[src/rtl/core/tle_pkg.sv]
// shared types, constants and decode function for the terminal line editor
package tle_pkg;

  // line storage geometry
  localparam int unsigned LineCap = 64;
  localparam int unsigned AddrW   = $clog2(LineCap);
  localparam int unsigned CountW  = 7;
  localparam int unsigned LimitW  = 7;
  localparam int unsigned ByteW   = 8;
  localparam int unsigned ActW    = 3;

  // field packing on the result stream
  localparam int unsigned OutDataW = 24;

  // line limit after reset
  localparam logic [LimitW-1:0] LimitReset = LimitW'(40);

  // special keyboard bytes
  localparam logic [ByteW-1:0] CodeEof   = 8'd4;
  localparam logic [ByteW-1:0] CodeKill  = 8'd21;
  localparam logic [ByteW-1:0] CodeWord  = 8'd23;
  localparam logic [ByteW-1:0] CodeErase = 8'd127;
  localparam logic [ByteW-1:0] CharSpace = 8'd32;
  localparam logic [ByteW-1:0] CharTilde = 8'd126;

  // result actions
  typedef enum logic [ActW-1:0] {
    ACT_ECHO  = 3'd0,
    ACT_ERASE = 3'd1,
    ACT_WRAP  = 3'd2,
    ACT_BELL  = 3'd3,
    ACT_END   = 3'd4
  } action_e;

  // decoded request kind
  typedef enum logic [2:0] {
    OP_END,
    OP_ERASE1,
    OP_KILL,
    OP_WORD,
    OP_PRINT,
    OP_BELL
  } op_e;

  // controller states
  typedef enum logic [1:0] {
    ST_IDLE,
    ST_WALK_SPACE,
    ST_WALK_WORD,
    ST_DONE
  } state_e;

  // controller to datapath
  typedef struct packed {
    logic do_op;
    logic walk_dec;
    logic walk_load;
  } tle_cmd_t;

  // datapath to controller
  typedef struct packed {
    logic out_free;
    logic is_word;
    logic cnt_zero;
    logic char_space;
  } tle_status_t;

  // classify one received byte
  function automatic op_e classify(logic [ByteW-1:0] b, logic line_empty);
    op_e op;
    if (b == CodeEof && line_empty) begin
      op = OP_END;
    end else if (b == CodeErase) begin
      op = OP_ERASE1;
    end else if (b == CodeKill) begin
      op = OP_KILL;
    end else if (b == CodeWord) begin
      op = OP_WORD;
    end else if (b >= CharSpace && b <= CharTilde) begin
      op = OP_PRINT;
    end else begin
      op = OP_BELL;
    end
    return op;
  endfunction

endpackage

[src/rtl/core/terminal_line_editor.sv]
// top level of the terminal line editor: stream ports, controller and datapath
// One request is one keyboard byte and gives one result. Printable bytes, erase,
// line kill, end of input and bell are handled straight from the idle state. Word
// erase walks back through the line store over its single read port, one character
// per cycle, first over spaces and then over the word, before its result is loaded.
// A new byte is taken in the idle state as soon as the result register is free or
// is being emptied in the same cycle, and not while a word erase runs. Line limit
// writes are taken at any time; the limit is clamped to 1..64 when used.
module terminal_line_editor (
  input  logic                           clk_i,
  input  logic                           rst_ni,
  // line limit configuration
  input  logic                           cfg_valid_i,
  output logic                           cfg_ready_o,
  input  logic [tle_pkg::LimitW-1:0]     cfg_data_i,
  // keyboard byte requests
  input  logic                           s_axis_tvalid_i,
  output logic                           s_axis_tready_o,
  input  logic [tle_pkg::ByteW-1:0]      s_axis_tdata_i,   // [7:0] in_byte
  // editor results
  output logic                           m_axis_tvalid_o,
  input  logic                           m_axis_tready_i,
  output logic [tle_pkg::OutDataW-1:0]   m_axis_tdata_o,   // [7:0] echo_char,
                                                           // [14:8] erase_count,
                                                           // [21:15] line_length,
                                                           // [23:22] zero
  output logic [tle_pkg::ActW-1:0]       m_axis_tuser_o    // [2:0] action
);
  import tle_pkg::*;

  tle_cmd_t          cmd;
  tle_status_t       status;
  logic [ByteW-1:0]  echo_char;
  logic [CountW-1:0] erase_count;
  logic [CountW-1:0] line_length;

  assign cfg_ready_o = 1'b1;

  // sequencing
  tle_ctrl u_ctrl (
    .clk_i      (clk_i),
    .rst_ni     (rst_ni),
    .in_valid_i (s_axis_tvalid_i),
    .in_ready_o (s_axis_tready_o),
    .status_i   (status),
    .cmd_o      (cmd)
  );

  // line storage and result
  tle_datapath u_datapath (
    .clk_i         (clk_i),
    .rst_ni        (rst_ni),
    .in_byte_i     (s_axis_tdata_i),
    .cfg_we_i      (cfg_valid_i),
    .cfg_data_i    (cfg_data_i),
    .cmd_i         (cmd),
    .status_o      (status),
    .out_valid_o   (m_axis_tvalid_o),
    .out_ready_i   (m_axis_tready_i),
    .action_o      (m_axis_tuser_o),
    .echo_char_o   (echo_char),
    .erase_count_o (erase_count),
    .line_length_o (line_length)
  );

  // result packing
  assign m_axis_tdata_o = {2'b00, line_length, erase_count, echo_char};

endmodule

[src/rtl/core/tle_ctrl.sv]
// controller state machine: request intake and the backward word walk
module tle_ctrl (
  input  logic                 clk_i,
  input  logic                 rst_ni,
  input  logic                 in_valid_i,
  output logic                 in_ready_o,
  input  tle_pkg::tle_status_t status_i,
  output tle_pkg::tle_cmd_t    cmd_o
);
  import tle_pkg::*;

  state_e state_q, state_d;

  // state register
  always_ff @(posedge clk_i or negedge rst_ni) begin
    if (!rst_ni) begin
      state_q <= ST_IDLE;
    end else begin
      state_q <= state_d;
    end
  end

  // next state
  always_comb begin
    state_d = state_q;
    unique case (state_q)
      ST_IDLE: begin
        if (in_valid_i && status_i.out_free && status_i.is_word) begin
          state_d = ST_WALK_SPACE;
        end
      end
      ST_WALK_SPACE: begin
        if (status_i.cnt_zero) begin
          state_d = ST_DONE;
        end else if (!status_i.char_space) begin
          state_d = ST_WALK_WORD;
        end
      end
      ST_WALK_WORD: begin
        if (status_i.cnt_zero || status_i.char_space) begin
          state_d = ST_DONE;
        end
      end
      ST_DONE: begin
        if (status_i.out_free) begin
          state_d = ST_IDLE;
        end
      end
      default: state_d = ST_IDLE;
    endcase
  end

  // outputs
  always_comb begin
    in_ready_o      = 1'b0;
    cmd_o.do_op     = 1'b0;
    cmd_o.walk_dec  = 1'b0;
    cmd_o.walk_load = 1'b0;
    unique case (state_q)
      ST_IDLE: begin
        in_ready_o  = status_i.out_free;
        cmd_o.do_op = in_valid_i && status_i.out_free;
      end
      ST_WALK_SPACE: begin
        cmd_o.walk_dec = !status_i.cnt_zero && status_i.char_space;
      end
      ST_WALK_WORD: begin
        cmd_o.walk_dec = !status_i.cnt_zero && !status_i.char_space;
      end
      ST_DONE: begin
        cmd_o.walk_load = status_i.out_free;
      end
      default: begin
        in_ready_o = 1'b0;
      end
    endcase
  end

endmodule

[src/rtl/core/tle_datapath.sv]
// datapath: line store, length and erase counters, limit and result register
module tle_datapath (
  input  logic                         clk_i,
  input  logic                         rst_ni,
  input  logic [tle_pkg::ByteW-1:0]    in_byte_i,
  input  logic                         cfg_we_i,
  input  logic [tle_pkg::LimitW-1:0]   cfg_data_i,
  input  tle_pkg::tle_cmd_t            cmd_i,
  output tle_pkg::tle_status_t         status_o,
  output logic                         out_valid_o,
  input  logic                         out_ready_i,
  output logic [tle_pkg::ActW-1:0]     action_o,
  output logic [tle_pkg::ByteW-1:0]    echo_char_o,
  output logic [tle_pkg::CountW-1:0]   erase_count_o,
  output logic [tle_pkg::CountW-1:0]   line_length_o
);
  import tle_pkg::*;

  logic [ByteW-1:0]  line_mem [LineCap];
  logic [ByteW-1:0]  rdata_q;
  logic [AddrW-1:0]  raddr;
  logic              mem_we;
  logic [AddrW-1:0]  waddr;

  logic [CountW-1:0] cnt_q, cnt_d;
  logic [CountW-1:0] erased_q, erased_d;
  logic [LimitW-1:0] lim_q;
  logic [CountW-1:0] lim_eff;
  op_e               op;

  logic              out_valid_q, out_valid_d;
  logic              out_load;
  action_e           act_q, act_d;
  logic [ByteW-1:0]  echo_q, echo_d;
  logic [CountW-1:0] erase_out_q, erase_out_d;
  logic [CountW-1:0] len_q;

  // decode and status
  assign op                  = classify(in_byte_i, cnt_q == '0);
  assign status_o.out_free   = !out_valid_q || out_ready_i;
  assign status_o.is_word    = (op == OP_WORD);
  assign status_o.cnt_zero   = (cnt_q == '0);
  assign status_o.char_space = (rdata_q == CharSpace);

  // clamp the limit to 1..capacity
  always_comb begin
    if (lim_q == '0) begin
      lim_eff = CountW'(1);
    end else if (CountW'(lim_q) > CountW'(LineCap)) begin
      lim_eff = CountW'(LineCap);
    end else begin
      lim_eff = CountW'(lim_q);
    end
  end

  // per request update of length, store and result
  always_comb begin
    cnt_d       = cnt_q;
    erased_d    = erased_q;
    mem_we      = 1'b0;
    waddr       = cnt_q[AddrW-1:0];
    act_d       = ACT_BELL;
    echo_d      = '0;
    erase_out_d = '0;
    out_load    = 1'b0;
    if (cmd_i.do_op) begin
      out_load = (op != OP_WORD);
      unique case (op)
        OP_END: begin
          act_d = ACT_END;
        end
        OP_ERASE1: begin
          act_d = ACT_ERASE;
          if (cnt_q != '0) begin
            cnt_d       = cnt_q - CountW'(1);
            erase_out_d = CountW'(1);
          end
        end
        OP_KILL: begin
          act_d       = ACT_ERASE;
          erase_out_d = cnt_q;
          cnt_d       = '0;
        end
        OP_WORD: begin
          erased_d = '0;
        end
        OP_PRINT: begin
          echo_d = in_byte_i;
          mem_we = 1'b1;
          if (cnt_q < lim_eff) begin
            act_d = ACT_ECHO;
            cnt_d = cnt_q + CountW'(1);
          end else begin
            act_d = ACT_WRAP;
            waddr = '0;
            cnt_d = CountW'(1);
          end
        end
        OP_BELL: begin
          act_d = ACT_BELL;
        end
        default: begin
          act_d = ACT_BELL;
        end
      endcase
    end else if (cmd_i.walk_dec) begin
      cnt_d    = cnt_q - CountW'(1);
      erased_d = erased_q + CountW'(1);
    end else if (cmd_i.walk_load) begin
      out_load    = 1'b1;
      act_d       = ACT_ERASE;
      erase_out_d = erased_q;
    end
  end

  // always prefetch the last character of the next line state
  assign raddr = AddrW'(cnt_d - CountW'(1));

  // line store
  always_ff @(posedge clk_i) begin
    if (mem_we) begin
      line_mem[waddr] <= in_byte_i;
    end
    rdata_q <= line_mem[raddr];
  end

  // control registers
  always_ff @(posedge clk_i or negedge rst_ni) begin
    if (!rst_ni) begin
      cnt_q       <= '0;
      lim_q       <= LimitReset;
      out_valid_q <= 1'b0;
    end else begin
      cnt_q       <= cnt_d;
      out_valid_q <= out_valid_d;
      if (cfg_we_i) begin
        lim_q <= cfg_data_i;
      end
    end
  end

  assign out_valid_d = out_load || (out_valid_q && !out_ready_i);

  // erase tally and result payload
  always_ff @(posedge clk_i) begin
    erased_q <= erased_d;
    if (out_load) begin
      act_q       <= act_d;
      echo_q      <= echo_d;
      erase_out_q <= erase_out_d;
      len_q       <= cnt_d;
    end
  end

  assign out_valid_o   = out_valid_q;
  assign action_o      = act_q;
  assign echo_char_o   = echo_q;
  assign erase_count_o = erase_out_q;
  assign line_length_o = len_q;

endmodule

[config.mk]
export PLATFORM = sky130hd
export DESIGN_NAME = terminal_line_editor
export DESIGN_NICKNAME = d
export VERILOG_FILES = /design/src/rtl/core/tle_pkg.sv /design/src/rtl/core/terminal_line_editor.sv /design/src/rtl/core/tle_ctrl.sv /design/src/rtl/core/tle_datapath.sv
export SDC_FILE = /design/constraint.sdc
export NUM_CORES = 1
export LEC_CHECK = 0
export BUFFER_PORTS_ARGS = -buffer_cell sky130_fd_sc_hd__buf_4
export CAP_MARGIN = 40
export CELL_PAD_IN_SITES_DETAIL_PLACEMENT = 1
export CELL_PAD_IN_SITES_GLOBAL_PLACEMENT = 1
export CORE_MARGIN = 10
export CORE_UTILIZATION = 50
export DETAILED_ROUTE_END_ITERATION = 16
export HOLD_SLACK_MARGIN = 0.08
export PLACE_DENSITY_LB_ADDON = 0.2
export SYNTH_ARGS = -nofsm -noshare
export SYNTH_HDL_FRONTEND = slang
export SYNTH_SLANG_ARGS = --single-unit
[constraint.sdc]
create_clock -name clk_i -period 4.47 [get_ports clk_i]
set_clock_uncertainty 0.15 [all_clocks]
set_input_delay 0.894 -clock clk_i [delete_from_list [all_inputs] [get_ports clk_i]]
set_output_delay 0.894 -clock clk_i [all_outputs]
set_load 0.02 [all_outputs]
### Word level (Yosys, flattened, before mapping)

Memory sizes are Yosys's and may differ from the RTL's. A register that Yosys moved wholly into a read port is not among the register bits.
Index checks and enable logic that the tools add are counted.

* flip-flop bits (word level): 49
* bits in latches: 0
* bits in writable memories: 512
* memory bits (read-only): 0
* bits of input ports: 20
* output and inout bits: 30
* logic and storage cells: 105
* memories kept: 1

* $add $sub $neg: 4
* $mul: 0
* divide/modulo/power cells: 0
* order comparisons: 4
* equal/unequal tests: 18
* shifts and indexed selects: 0
* multiplexer cells: 45
* bitwise logic cells: 0
* reductions and logical operators: 24

Memory list
* u_datapath.line_mem: depth 64, bits a word 8, rd ports 1, clocked after memory_dff 1, write ports 1, RTL line tle_datapath.sv:19 `logic [ByteW-1:0] line_mem [LineCap];`

Operators by type and width (count)
* $mux 7: 12
* $pmux 7 s3: 1
* $mux 3: 6
* $mux 6: 3
* $eq 8x5->1 const B: 2
* $add 7x1->7 const B: 2
* $logic_not 7->1: 2
* $mux 2: 7
* $pmux 7 s2: 1
* $mux 1: 12
* $pmux 3 s3: 1
* $eq 8x3->1 const B: 1
* $eq 8x6->1 const B: 1
* $eq 8x7->1 const B: 1
* $ge 8x6->1 const B: 1
* $le 8x7->1 const B: 1
* $ne 2x1->1 const B: 4
* $pmux 2 s4: 1
* $gt 7x7->1 const B: 1
* $logic_and 1x1->1: 7
* $lt 7x7->1: 1
* $reduce_bool 7->1: 1
* $sub 7x1->7 const B: 1
* $eq 3x2->1 const B: 2
* 15 further kinds: 23

### Longest topological paths before layout

Gate-level depths: netlist (run 1).

* depth in word-level cells: 12
* gate-level depth with buffers: 20

### By module

Synthesis (run 1) repeated with hierarchy kept, for this count alone.

* cells, all modules: 1204
* area total of the unflattened synthesis: 22890.7 sq um

By module, submodules not included
* tle_datapath: times used 1, cells each 1176, area each 22622.9 sq um, sequential area each 16873.7 sq um
* tle_ctrl: times used 1, cells each 23, area each 237.7 sq um, sequential area each 50.0 sq um
* terminal_line_editor: times used 1, cells each 5, area each 30.0 sq um, sequential area each 0.0 sq um

### Worst setup path after synthesis (run 1)

No wires, ideal clock.

* path type: reg2reg
* from: register u_datapath.cnt_q[1]
* to: register u_datapath.rdata_q[0], read port of u_datapath.line_mem
* library setup time: 126 ps
* data arrival time: 4468 ps
* data required time: 4194 ps
* setup slack: -274 ps
* cell stages (with the launch flop): 20
* period minus slack after synthesis: 4744 ps
* cells stage by stage: dfrtp_1 clkbuf_1 inv_1 ha_1 nor3b_1 and2_1 clkbuf_1 o21ai_0 a221oi_1 a21oi_2 inv_2 buf_4 buf_2 ha_1 clkbuf_1 clkbuf_1 mux4_2 mux4_2 a22oi_1 nand3_1

* word-level cells in the longest chain between the ends: 7
* elaborated cells on any way between the ends: 20
* classes of those cells: add/sub (3); order compare (1); eq/ne (3); mux (7); reduce/logical (6)

RTL lines
* from (decl): RTL line tle_datapath.sv:25 `logic [CountW-1:0] cnt_q, cnt_d;`
* from (signal assigned): RTL line tle_datapath.sv:134 `cnt_q <= cnt_d;`
* branches (longest 5 deep; another with $lt 7x7->1)
* $mux 7 *: RTL line tle_datapath.sv:66 `if (cmd_i.do_op) begin`
* via u_datapath.cnt_d[0]: RTL line tle_datapath.sv:25
* $sub 6x1->6 *: RTL line tle_datapath.sv:117 `assign raddr = AddrW'(cnt_d - CountW'(1));`
* to (decl): RTL line tle_datapath.sv:20 `logic [ByteW-1:0] rdata_q;`

Mark *: on every way through the listed nets, which the timed path passes.
A chain may end at the register's enable or synchronous reset.

### Final worst setup path (run 1)

* from: register u_datapath.rdata_q[1], read port of u_datapath.line_mem
* to: register u_datapath.rdata_q[7], read port of u_datapath.line_mem

* word-level cells in the longest chain between the ends: 7
* elaborated cells on any way between the ends: 8
* classes of those cells: add/sub (1); eq/ne (1); mux (3); reduce/logical (3)

RTL lines
* $eq 8x6->1 *: RTL line tle_datapath.sv:43 `assign status_o.char_space = (rdata_q == CharSpace);`
* $logic_not 1->1
* $logic_and 1x1->1: RTL line tle_ctrl.sv:68 `cmd_o.walk_dec = !status_i.cnt_zero && !status_i.char_space;`
* $pmux 1 s2 *: RTL line tle_ctrl.sv:59 `unique case (state_q)`
* $mux 7 *: RTL line tle_datapath.sv:106 `end else if (cmd_i.walk_dec) begin`
* $mux 7 *: RTL line tle_datapath.sv:66
* $sub 6x1->6 *: RTL line tle_datapath.sv:117

Mark *: on every way between the ends. The rest lies on a longest branch, timed or not.

==> reports/summary.txt, run 1 <==
status: finished, final reports clean
Tcrit/Tclk final: 96.9%
Clock Sinks: 569
Die Y: 234 µm
Synth top cells by count: 544 x edfxtp_1, 146 x mux4_2, 72 x nor2_1, 38 x clkbuf_1, 31 x nand3_1
first-pass GRT wire length: 91000 µm
count of final hold-check violations: 0
Fmax: 0.231 GHz
final setup vio count: 0
Final HPWL DP: 41000 µm
post-route ant nets: 0
vias per cell: 6.12
clk buf depth: 3
Slew Limit Fails: 0
Die ar.: 54900 µm²
CTS tree: done
cts bufs inserted: 56
arrival time of the worst setup path: 4.64 ns
Vias: 12646
crit end category: register
critical path peak fanout: 18
compound-cell area share of the yosys netlist: 2.84%
DR WL/cell: 29.6 µm
sequential fraction of the synthesis area: 73.8%
Clock Pin Slew Worst Setup and Hold Paths: 0.07 ns
largest family of logic cells by synthesized area: multiplexers
core footprint: 45400 µm²
fill count: 3882
Pwr Total: 22.5 mW
htree depth: 2
drt total wl: 61300 µm
XOR/XNOR share of the synthesized area: 0.453%
count of different cell masters after synthesis: 77
largest net degree at the start of global routing: 67
Hold Crit Class: input pin to register
share of the synthesized area in the top cell type: 71.2%
FFs w/ async S/R, synth: 2.99%
Place WS: -0.323 ns
Simple-Gate Fraction of Synth Area: 4.67%
Pre-Repair DR Iteration Count: 5
number of synthesized flops with an enable pin: 544
CP required: 4.78 ns
leakage: 9.33 nW
clock root cell: clkbuf_16
Max Cap Viol: 0
drt first-iter violations: 1255
top-level port count: 50
ys flop type: edfxtp_1
mean post-synth cell area: 19.9 µm²
IO Port Bufs: 46
Area Growth Syn to Fin: 20.4%
synthesized area: 22900 µm²
synthesized flop and latch total: 569
Initial Utilization: 50.6%
Reg area: 16900 µm²
Reg2Reg Setup Slack: 0.14 ns
P per Cell Area: 813 nW/µm²
Die Width: 234 µm
Layout Nets: 1457
Setup TNS: 0 ns
Synth Instances: 1155
# DRC: 0
YS warnings: 0
Startpoint Class: register
layout cells sized above 1: 36.8%
GPL Wtd Cong: 0.896
Worst-Margin Slew: 0.989 ns
mux contribution to synthesized area: 15.9%
Core Util, Final: 60.9%
worst skew pair latency: 0.61 ns
Hold WS: 0.347 ns
Rows: 78
Tmin final: 4.33 ns
fraction of the mapped netlist area in adder cells: 0.764%
number of global-route vias before repair: 13216
peak supply drop: 0.553 mV
top cell type by total area after synthesis: edfxtp_1
PnR worst setup slack: 0.141 ns
dominant cell by count in the synthesized netlist: edfxtp_1
area occupied by multi-input gates: 5750 µm²
GRT overflow: 0
Antenna diodes: 0
synth top area cells: edfxtp_1 71%, mux4_2 14%, dfrtp_1 1.6%, nor2_1 1.2%, mux2i_1 1.0%
GRT Overall Usage: 22.7%
initial antenna violation count: 0
Worst slew margin: 33.4%
CP Class: register to register
-- kinds of logic (layout without fill, tap and decap cells) --
family | after synthesis | count (layout)
mux | 181 | 181
flops | 569 | 569
fa+ha+maj | 14 | 14
buf+inv | 79 | 390
compound gates | 84 | 84
xor+xnor | 11 | 11
simple gates | 215 | 215
other cells | 2 | 4
-- per-layer routing --
metal  wire length, µm  GRT usage (%)  vias to the layer above
li1                  -              -                     5303
met1             26700           32.2                     6859
met2             30500           37.3                      417
met3              3170           3.21                       67
met4               911           4.43                        0
met5                 0              0                        -
-- sequential cells by signal (all words and copies together) (netlist names) --
signal,cells
u_datapath.action_o,3
u_datapath.out_valid_o,1
u_datapath.cnt_q,7
u_datapath.line_length_o,7
u_datapath.echo_char_o,8
u_datapath.rdata_q,8
u_datapath.erase_count_o,7
u_datapath.lim_q,7
u_datapath.line_mem,512
u_ctrl.state_q,2
u_datapath.erased_q,7
-- per-stage QoR --
step           cells  cell area [µm²]
2_1_floorplan   1157            23000
3_3_place_gp    1956            25600
3_5_place_dp    1963            25700
4_1_cts         2067            27600
5_1_grt         2068            27600
6_report        2068            27600
-- power breakdown --
group / total (mW) / internal, mW / switching [mW]
Combinational: 11.4 / 5.69 / 5.68
Clock: 4.82 / 2.83 / 1.99
Sequential: 6.28 / 6.15 / 0.136
Total: 22.5 / 14.7 / 7.80
-- placed cells by master (no fill, tap or decap), types with 8 or more instances in the layout --
master / Yosys / routed
and2_1: 16 / 16
mux2i_1: 23 / 21
edfxtp_1: 544 / 544
clkinv_1: 0 / 9
buf_4: 9 / 253
ha_1: 14 / 13
nor2_1: 72 / 72
nand3_1: 31 / 31
inv_1: 13 / 12
clkbuf_16: 0 / 59
bufinv_16: 0 / 8
mux2_2: 12 / 12
mux4_2: 146 / 146
dfrtp_1: 15 / 15
clkinv_2: 0 / 8
nor3_1: 22 / 22
buf_12: 0 / 16
nand2_1: 26 / 26
clkbuf_1: 38 / 15
dfxtp_1: 8 / 8
-- timing repair --
| action | in CTS | in global routing |
|---|---|---|
| endpoints found under the setup margin | 2 | 8 |
| gates resized for setup | 2 | 9 |
| pin swaps | 0 | 2 |
| hold buffers | 1 | 0 |
| endpoints found under the hold margin | 15 | 0 |
| setup buffers | 0 | 1 |
| cloned | 0 | 0 |
-- area by class of cell --
class	count	area share, %
sequential	569	61.3
multi-input combinational	509	20.8
timing repair buffer	272	8.20
clock buffer	73	5.46
tap	600	2.72
clock inverter	30	1.31
inverter	15	0.231
-- critical path, cell delays in order (launching register included) --
cell	delay (ns)
dfxtp_1	0.30
nor4_1	0.40
buf_4	0.19
a21boi_1	0.10
o211ai_1	0.42
o22ai_1	0.22
buf_4	0.17
o221a_2	0.29
ha_4	0.31
buf_12	0.17
buf_4	0.18
mux4_2	0.34
mux2_2	0.28
o211ai_1	0.42
o221ai_1	0.21
-- final timing paths --
kind                                        from  depth (start not counted)                    end
hold / removal                     cfg_data_i[6]                          3    u_datapath.lim_q[6]
setup / recovery           u_datapath.rdata_q[1]                         14  u_datapath.rdata_q[7]
hold reg to reg              u_datapath.lim_q[0]                          1    u_datapath.lim_q[0]
min in group asynchronous                 rst_ni                          2    u_datapath.cnt_q[4]
max in group asynchronous                 rst_ni                          2    u_datapath.lim_q[3]
setup reg to reg           u_datapath.rdata_q[1]                         14  u_datapath.rdata_q[7]
Power figures use the tool's default switching activity.
==> run 2: changes to the inputs <==
--- a/config.mk
+++ b/config.mk
@@ -10,7 +10,8 @@
 export CELL_PAD_IN_SITES_DETAIL_PLACEMENT = 1
 export CELL_PAD_IN_SITES_GLOBAL_PLACEMENT = 1
 export CORE_MARGIN = 10
-export CORE_UTILIZATION = 50
+export CORE_UTILIZATION = 52
+export CTS_BUF_LIST = sky130_fd_sc_hd__clkbuf_8
 export DETAILED_ROUTE_END_ITERATION = 16
 export HOLD_SLACK_MARGIN = 0.08
 export PLACE_DENSITY_LB_ADDON = 0.2
==> reports/summary.txt, run 2 (same netlist as run 1, synthesis figures left out) <==
Pwr Total: 21.4 mW
RSZ-0062 raised after global routing: no
hold path start: cfg_data_i[6]
Tmin final: 4.32 ns
Largest register FFs: 512
GRT Overall Usage: 23.5%
Worst Setup SP: u_datapath.rdata_q[1]
Reg2Reg Setup Slack: 0.15 ns
final std cells w/o fill: 2087
Fmax: 0.231 GHz
Clock Pin Slew Worst Setup and Hold Paths: 0.06 ns
peak supply drop: 0.634 mV
RR Endpoint: u_datapath.rdata_q[0]
count of final hold-check violations: 0
crit end category: register
Pre-Repair DR Iteration Count: 5
Max Cap Viol: 0
Setup TNS: 0 ns
Clock Sinks: 569
Critical Path End: u_datapath.rdata_q[0]
DR WL/cell: 29.4 µm
Placed Cells: 1922
Vias: 12801
CTS tree: done
GPL Wtd Cong: 0.930
Die Width: 230 µm
instance count on the critical path: 14
post-route ant nets: 0
most flop-heavy register: u_datapath.line_mem
vias per cell: 6.13
CP required: 4.86 ns
Rows: 76
P per Cell Area: 784 nW/µm²
Reg area: 16900 µm²
critical path peak fanout: 28
CP Buf/Inv Count: 4
Worst R2R Path Depth: 14
Final HPWL DP: 40800 µm
area occupied by multi-input gates: 5740 µm²
drt total wl: 61400 µm
met2 routed WL: 29900 µm
Startpoint Class: register
Initial Utilization: 52.9%
core footprint: 43400 µm²
top-level port count: 50
status: finished, final reports clean
crit-path leading delay family: compound AO/OA/AOI/OAI gates
drt first-iter violations: 1514
htree depth: 3
worst path cell trace: nor4_1 -> buf_4 -> a21boi_1 -> o211ai_1 -> o22ai_1 -> a21oi_4 -> inv_8 -> ha_4 -> buf_12 -> buf_12 -> mux4_2 -> mux4_2 -> nand3_1 -> nand3_1
# DRC: 0
Layout Nets: 1463
Max stage delay on crit path: 0.52 ns
Worst-Margin Slew: 0.987 ns
critical-path cell with the highest stage delay: nor4_1
cts bufs inserted: 89
most common cell after layout, fill and taps aside: edfxtp_1
Antenna diodes: 0
clock root cell: clkbuf_8
IO Port Bufs: 46
largest net degree at the start of global routing: 66
Metal-1 WL: 25400 µm
commonest cells after routing, fill and taps aside: 544 x edfxtp_1, 226 x buf_4, 146 x mux4_2
WL met3: 4860 µm
CP Class: register to register
Worst slew margin: 33.4%
worst skew pair latency: 0.69 ns
arrival time of the worst setup path: 4.71 ns
reg2reg start: u_datapath.rdata_q[1]
Area Growth Syn to Fin: 18.8%
first-pass GRT wire length: 91400 µm
Die Y: 230 µm
number of global-route vias before repair: 13576
Die ar.: 52900 µm²
fill count: 3806
top sig layer: met4
GRT overflow: 0
Place WS: -0.453 ns
PnR worst setup slack: 0.150 ns
Hold Crit Class: input pin to register
Slew Limit Fails: 0
final setup vio count: 0
layout cells sized above 1: 36.1%
post-CTS setup buffer count: 0
Tcrit/Tclk final: 96.6%
initial antenna violation count: 0
clk buf depth: 3
leakage: 9.31 nW
[run 2: cell types whose count changed in the layout (fill, tap and decap cells not counted), moves of 2 or more]
cell	change
clkbuf_8	+97
clkbuf_16	-59
inv_1	+36
buf_4	-27
clkbuf_1	-15
clkinv_1	+7
bufinv_16	-3
clkinv_2	-2
clkinvlp_4	-2
inv_8	+2
[run 2: metal layers]
layer	global-route usage [%]	vias to the layer above
li1	-	5324
met1	32.3	6802
met2	36.9	583
met3	5.81	92
met4	6.62	0
met5	0	-
[run 2: worst min-delay path by stage]
stage / end / slack [ns] / depth (start not counted)
floorplan: u_datapath.lim_q[0] / 0.32 / 1
global placement: u_datapath.lim_q[0] / 0.36 / 1
detailed placement: u_datapath.lim_q[0] / 0.37 / 1
CTS: u_datapath.lim_q[3] / 0.25 / 2
global route: u_datapath.lim_q[3] / 0.25 / 2
finish: u_datapath.lim_q[6] / 0.29 / 3
[run 2: metrics by stage]
stage	hold slack, ns	instance area [µm²]	util [%]
2_1_floorplan	0.323	23000	-
3_3_place_gp	0.359	25500	58.7
3_5_place_dp	0.366	25500	58.7
4_1_cts	0.246	27200	62.8
5_1_grt	0.247	27300	62.9
6_report	0.289	27300	62.9
[run 2: power by group]
part           switching [mW]  total [mW]  internal, mW  leakage, nW
Combinational            5.54        10.8          5.25         3.12
Clock                    2.02        4.31          2.29         1.03
Sequential              0.135        6.28          6.15         5.17
[run 2: cell type report]
type,instances,area share (%)
Timing Repair Buffer,245,7.53
Clock buffer,97,4.90
Multi-Input combinational cell,509,21.1
Clock inverter,67,1.52
Inverter,15,0.234
Tap cell,585,2.68
Sequential cell,569,62.1
[run 2: what timing repair did]
item,in CTS,in global routing
hold endpoints to repair,15,0
resized for setup,0,9
hold buffers,1,0
setup endpoints to repair,0,8
[run 2: worst register-to-register path: cells and delay by family, from the launching register on]
family / cells / cell delay [ns]
simple gates: 3 / 0.71
mux: 2 / 0.85
compound gates: 4 / 1.06
flops: 1 / 0.30
fa+ha+maj: 1 / 0.35
buf+inv: 4 / 0.77
==> run 3: changes to the inputs <==
--- a/config.mk
+++ b/config.mk
@@ -15,6 +15,7 @@
 export DETAILED_ROUTE_END_ITERATION = 16
 export HOLD_SLACK_MARGIN = 0.08
 export PLACE_DENSITY_LB_ADDON = 0.2
+export REMOVE_ABC_BUFFERS = 1
 export SYNTH_ARGS = -nofsm -noshare
 export SYNTH_HDL_FRONTEND = slang
 export SYNTH_SLANG_ARGS = --single-unit
==> reports/summary.txt, run 3 (same netlist as run 1, synthesis figures left out) <==
Startpoint Class: register
leakage: 9.16 nW
arrival time of the worst setup path: 4.66 ns
Reg area: 16900 µm²
layout cells sized above 1: 35.0%
Tmin final: 4.27 ns
Worst slew margin: 38.3%
cts bufs inserted: 91
largest net degree at the start of global routing: 67
count of final hold-check violations: 0
drt first-iter violations: 1395
fin area: 27000 µm²
Slew Limit Fails: 0
peak supply drop: 0.642 mV
clk buf depth: 3
most flop-heavy register: u_datapath.line_mem
GRT overflow: 0
initial antenna violation count: 2
vias per cell: 6.12
worst skew pair latency: 0.70 ns
first-pass GRT wire length: 88900 µm
Clock Sinks: 569
commonest cells after routing, fill and taps aside: 544 x edfxtp_1, 200 x buf_4, 146 x mux4_2
Max Cap Viol: 0
Die ar.: 52900 µm²
RSZ-0062 raised after global routing: no
area of placed instances: 25100 µm²
Rows: 76
IO Port Bufs: 46
Pre-Repair DR Iteration Count: 5
core footprint: 43400 µm²
fill count: 3776
CP required: 4.86 ns
P per Cell Area: 786 nW/µm²
Clock Pin Slew Worst Setup and Hold Paths: 0.06 ns
GRT Overall Usage: 22.7%
status: finished, final reports clean
Vias: 12590
most common cell after layout, fill and taps aside: edfxtp_1
CP Class: register to register
top-level port count: 50
Layout Nets: 1434
Area Growth Syn to Fin: 17.7%
number of global-route vias before repair: 13517
final std cells w/o fill: 2057
Tcrit/Tclk final: 95.5%
CTS tree: done
Final HPWL DP: 39400 µm
final setup vio count: 0
Largest register FFs: 512
Worst-Margin Slew: 0.918 ns
critical path peak fanout: 20
DR WL/cell: 29.1 µm
Hold WS: 0.282 ns
post-route ant nets: 0
PnR worst setup slack: 0.202 ns
htree depth: 3
Initial Utilization: 52.9%
GPL Wtd Cong: 0.871
Place WS: -0.176 ns
Fmax: 0.234 GHz
Pwr Total: 21.2 mW
crit end category: register
# DRC: 0
area occupied by multi-input gates: 5770 µm²
Hold Crit Class: input pin to register
Placed Cells: 1888
Die Width: 230 µm
Die Y: 230 µm
drt total wl: 59900 µm
clock root cell: clkbuf_8
run 3: changes by cell type in the layout (fill, tap and decap cells not counted), sizes merged:
| cell | change |
|---|---|
| inv | +1 |
| clkinv | +1 |
| clkinvlp | +1 |
| bufinv | -1 |
| diode | +1 |
| buf | -33 |
run 3: cell type report:
type / count / area share (%)
diodes: 1 / 0.00927
clock buffers: 95 / 4.84
clock inverters: 69 / 1.53
inverters: 15 / 0.236
multi-input cells: 509 / 21.4
flip-flops and latches: 569 / 62.7
well taps: 585 / 2.71
repair buffers: 214 / 6.63
run 3: routing by layer:
metal	global-route usage, %	share of wire (%)
met5	0	0
met4	9.19	3.3
met3	4.58	6.4
met2	36.5	49
met1	30.0	41
run 3: through the flow:
stage	setup TNS, ns	utilization (%)
CTS	0	62.0
global placement	-0.149	58.0
finish	0	62.3
detailed placement	-0.642	58.0
floorplan	-32.64	-
global route	0	62.3
run 3: worst max-delay path, stage by stage, from the launching register on:
cell      delay [ns]
dfrtp_1         0.38
inv_2           0.13
nand2_1         0.07
ha_1            0.31
a211o_1         0.14
o211ai_1        0.10
o311a_1         0.18
o41a_1          0.44
a21oi_4         0.23
inv_8           0.08
ha_4            0.34
buf_12          0.17
buf_12          0.19
mux4_2          0.32
mux2_2          0.32
o211ai_1        0.33
o221ai_1        0.20
run 3: power by group:
group | total, mW | switching, mW | leakage (nW) | internal (mW)
logic | 10.7 | 5.54 | 2.98 | 5.12
clock network | 4.26 | 2.05 | 1.01 | 2.21
registers | 6.29 | 0.137 | 5.17 | 6.15
run 3: what timing repair did:
item / 4_1_cts / 5_1_grt
gates cloned: 0 / 2
setup buffers: 0 / 1
hold buffers: 1 / 0
endpoints found under the setup margin: 3 / 6
pin swaps: 0 / 3
gates resized for setup: 1 / 12
endpoints found under the hold margin: 15 / 0
run 3: worst paths after layout:
path | startpoint | to | slack, ns | cells past startpoint
worst max register to register | u_datapath.lim_q[6] | u_datapath.rdata_q[7] | 0.20 | 16
worst min-delay path | cfg_data_i[6] | u_datapath.lim_q[6] | 0.28 | 3
min in group asynchronous | rst_ni | u_datapath.lim_q[1] | 0.47 | 2
worst min register to register | u_datapath.lim_q[4] | u_datapath.lim_q[4] | 0.42 | 1
worst max-delay path | u_datapath.lim_q[6] | u_datapath.rdata_q[7] | 0.20 | 16
max in group asynchronous | rst_ni | u_datapath.lim_q[5] | 3.43 | 2
